**config.mk**
```make
export PLATFORM = sky130hd
export DESIGN_NAME = mts_chain
export DESIGN_NICKNAME = d
export VERILOG_FILES = /design/src/rtl/mts_pkg.sv /design/src/rtl/mts_cell.sv /design/src/rtl/mts_chain.sv
export SDC_FILE = /design/constraint.sdc
export NUM_CORES = 2
export LEC_CHECK = 0
export ABC_AREA = 1
export BUFFER_PORTS_ARGS = -buffer_cell sky130_fd_sc_hd__buf_2
export CORE_MARGIN = 4
export CORE_UTILIZATION = 44
export DETAILED_ROUTE_END_ITERATION = 12
export SLEW_MARGIN = 5
export SYNTH_ARGS = -nofsm -noshare
export SYNTH_HDL_FRONTEND = slang
export SYNTH_SLANG_ARGS = --single-unit
```
**constraint.sdc**
```tcl
create_clock -name clk_i -period 41.1 [get_ports clk_i]
set_input_delay 8.22 -clock clk_i [delete_from_list [all_inputs] [get_ports clk_i]]
set_output_delay 8.22 -clock clk_i [all_outputs]
set_load 0.005 [all_outputs]
```
**src/rtl/mts_pkg.sv**
```systemverilog
// shared types and constants of the min tracking stack
package mts_pkg;

  localparam int DEPTH = 64;
  localparam int WIDTH = 32;
  localparam int CNT_W = $clog2(DEPTH + 1);

  localparam int COUNT_FIELD_W = 7;
  localparam int STATUS_W      = 2;

  typedef logic signed [WIDTH-1:0] word_t;
  typedef logic [CNT_W-1:0]        cnt_t;
  typedef logic [STATUS_W-1:0]     status_t;

  localparam logic MODE_PUSH = 1'b0;
  localparam logic MODE_POP  = 1'b1;

  localparam status_t ST_OK        = 2'd0;
  localparam status_t ST_OVERFLOW  = 2'd1;
  localparam status_t ST_UNDERFLOW = 2'd2;

  // per cycle move of a chain of cells
  typedef struct packed {
    logic push;
    logic pop;
  } shift_ctrl_t;

endpackage

```
**src/rtl/mts_cell.sv**
```systemverilog
// one stack entry: loads from the cell above on push, from the cell below on pop
module mts_cell (
  input  logic                 clk_i,
  input  mts_pkg::shift_ctrl_t ctrl_i,
  input  mts_pkg::word_t       up_i,
  input  mts_pkg::word_t       down_i,
  output mts_pkg::word_t       word_o
);

  mts_pkg::word_t word_q;

  always_ff @(posedge clk_i) begin
    if (ctrl_i.push) begin
      word_q <= up_i;
    end else if (ctrl_i.pop) begin
      word_q <= down_i;
    end
  end

  assign word_o = word_q;

endmodule

```
**src/rtl/mts_chain.sv**
```systemverilog
// row of cells forming a shift stack, top entry at cell zero
module mts_chain (
  input  logic                 clk_i,
  input  mts_pkg::shift_ctrl_t ctrl_i,
  input  mts_pkg::word_t       push_word_i,
  output mts_pkg::word_t       head0_o,
  output mts_pkg::word_t       head1_o
);

  mts_pkg::word_t words [mts_pkg::DEPTH];

  for (genvar i = 0; i < mts_pkg::DEPTH; i++) begin : g_cell
    mts_pkg::word_t up_w;
    mts_pkg::word_t down_w;

    if (i == 0) begin : g_first
      assign up_w = push_word_i;
    end else begin : g_mid_up
      assign up_w = words[i-1];
    end

    if (i == mts_pkg::DEPTH - 1) begin : g_last
      assign down_w = '0;
    end else begin : g_mid_down
      assign down_w = words[i+1];
    end

    mts_cell u_cell (
      .clk_i  (clk_i),
      .ctrl_i (ctrl_i),
      .up_i   (up_w),
      .down_i (down_w),
      .word_o (words[i])
    );
  end

  assign head0_o = words[0];
  assign head1_o = words[1];

endmodule

```
==> results.py <==
metrics = {
    "status": {
        "outcome": "complete, no violations",
    },
    "global_routing": {
        "grt_pass1_vias": 55100,
        "grt_usage_pct": 13.7,
        "grt_antenna_before_repair": 1,
        "grt_pass1_wl_um": 249000,
        "grt_max_degree": 281,
        "grt_overflow_total": 0,
    },
    "route": {
        "via_per_inst": 4.85,
        "drtAntennaViolNets": 0,
        "highest_layer": "met4",
        "wirelength_um": 143000,
        "m1WireLength_um": 67900,
        "drt_iter0_markers": 4324,
        "first_pass_iters": 7,
        "drcViolationCount": 0,
        "wl_per_cell_um": 12.6,
        "via_count": 54900,
        "wl_met3_um": 4570,
        "wl_met2_um": 67700,
    },
    "clock_network": {
        "cts_tree": "yes",
        "cts_resized": 0,
        "hold_buffers": 0,
        "ctsRootBufferMaster": "clkbuf_16",
        "cts_sinks": 2048,
        "path_clk_slew_ns": 0.06,
        "cts_setup_buffers": 0,
        "cts.path.max_buffers": 3,
        "clk_latency_ns": 0.80,
        "cts_max_level": 4,
        "cts_inserted_buffers": 208,
    },
    "critical_path": {
        "crit_family": "buffers and inverters",
        "cp.required_ns": 41.51,
        "crit_chain": "buf_12, or2_4, buf_4, buf_4, buf_12, buf_4, buf_4, buf_4, buf_4",
        "path_buf_inv": 8,
        "critPathCaptureType": "flip-flop",
        "critPathSlowestCell": "buf_4",
        "crit_type": "in -> reg",
        "worstPathArrival_ns": 15.59,
        "start_kind": "primary input",
        "cp_common_cell": "buf_4",
        "critical_path.max_fanout": 160,
        "slowest_delay_ns": 0.97,
    },
    "place": {
        "place.port_buffers": 98,
        "dp_hpwl_um": 74600,
        "placed_cell_area_um2": 88800,
        "gp_congestion": 0.705,
    },
    "sta": {
        "fmax_mhz": 65.9,
        "min_period_ns": 15.18,
        "drv_slew": 0,
        "clock_skew_ns": 0.0303,
        "rsz0062_at_grt": "no",
        "final_hold_viol_count": 0,
        "tns_ns": 0,
        "finalSetupViolCount": 0,
        "fin_crit_sh_pct": 36.9,
        "slew_headroom_pct": 13.7,
        "max_slew.worst_pin.slew_ns": 1.30,
    },
    "logic_synthesis": {
        "synth-edff-count": 2048,
        "syn-cell-area_um2": 87600,
        "yosysMostFrequentCell": "nand2_1",
        "yosysTopAreaCell": "edfxtp_1",
        "ys_types": 9,
        "synth-seq-cells": 2048,
        "netlist_instances": 8613,
        "synth.top_cell.area_share_pct": 70.2,
        "synthFlopType": "edfxtp_1",
        "netlist_top_cells_area": "edfxtp_1 (70%), nand2_1 (26%), buf_6 (1.8%)",
        "syn_area_per_cell_um2": 10.2,
        "yosysSeqAreaShare_pct": 70.2,
        "syn_nets": 8648,
        "synth_common_cells": "nand2_1 (6080), edfxtp_1 (2048), buf_2 (269)",
        "synthArstFlopShare_pct": 0,
        "yosys_warnings": 0,
    },
    "job": {
        "drv.max_cap_violation_count": 0,
    },
    "worst_hold_path": {
        "min_path_type": "reg -> reg",
    },
    "layout": {
        "final_area_um2": 95200,
        "largest_reg_flops": 2048,
        "layout-drive-gt1-share_pct": 4.81,
        "area_growth_pct": 8.73,
        "fin_nets": 8555,
    },
    "floorplanning": {
        "die_h_um": 454,
        "io_pins": 99,
        "initial_core_util_pct": 44.3,
        "coreArea_um2": 198000,
        "die-area_um2": 206000,
        "die_w_um": 454,
        "fp-row-count": 163,
    },
    "power": {
        "vdd_drop_max_v": 0.0000417,
        "powerDensity_nw_per_um2": 52.6,
        "total_leakage_power_nw": 43.2,
    },
}
==> metal layers <==
layer	track usage, %	vias up
met5	0	-
met2	23.6	602
li1	-	27500
met1	18.0	26600
met3	2.29	211
met4	3.67	0
==> layout make-up <==
cell class | instances | area [um2]
antenna | 1 | 2.50
clock buffer | 263 | 5500
clock inverter | 113 | 942
fill | 18200 | 102000
inverter | 33 | 140
multi-input combinational | 6081 | 22800
sequential | 2048 | 61500
tap | 2640 | 3300
timing repair buffer | 148 | 1010
==> power by group <==
part           internal (W)  total [W]  switching (W)
registers           0.00268    0.00283       0.000152
clock network       0.00102    0.00180       0.000776
logic              0.000136   0.000386       0.000250
total               0.00383    0.00501        0.00118
==> stage by stage <==
step / hold WS [ns] / utilization [%] / std cells / power (W) / setup slack [ns]
5_1_grt: 0.527 / 48.2 / 11300 / 0.00527 / 25.36
3_5_place_dp: 0.497 / 44.9 / 11000 / 0.00326 / 24.90
6_report: 0.507 / 48.2 / 11300 / 0.00501 / 25.92
4_1_cts: 0.506 / 48.2 / 11300 / 0.00509 / 25.83
2_1_floorplan: 0.487 / - / 8613 / 0.00324 / 6.77
3_3_place_gp: 0.489 / 44.9 / 11000 / 0.00324 / 25.04
==> path summary, 6_finish.rpt <==
| kind | start | endpoint | slack [ns] | cells past startpoint |
|---|---|---|---|---|
| setup / recovery | ctrl_i[1] | g_cell[22].u_cell.word_o[17] | 25.92 | 9 |
| hold / removal | g_cell[63].u_cell.word_o[7] | g_cell[62].u_cell.word_o[7] | 0.51 | 2 |
| setup reg to reg | g_cell[1].u_cell.word_o[19] | g_cell[2].u_cell.word_o[19] | 40.20 | 2 |
| hold reg to reg | g_cell[63].u_cell.word_o[7] | g_cell[62].u_cell.word_o[7] | 0.51 | 2 |
==> tightest hold or removal path, stage by stage, from the launching register on <==
cell,delay [ns]
edfxtp_1,0.32
nand2_1,0.05
nand2_1,0.04
==> layout by cell type, fill, tap and decap left out, types with 13 or more instances in the layout <==
cell,synthesis,routed
buf_2,269,97
clkinv_1,0,57
inv_1,32,32
buf_4,7,40
edfxtp_1,2048,2048
bufinv_16,0,13
clkbuf_16,0,212
nand2_1,6080,6080
clkinv_2,0,33
clkbuf_1,33,51
==> logic make-up after synthesis <==
family,share of synthesized area (%)
buf+inv,3.71
simple gates,26.1
flops,70.2
Power figures use the tool's default switching activity.
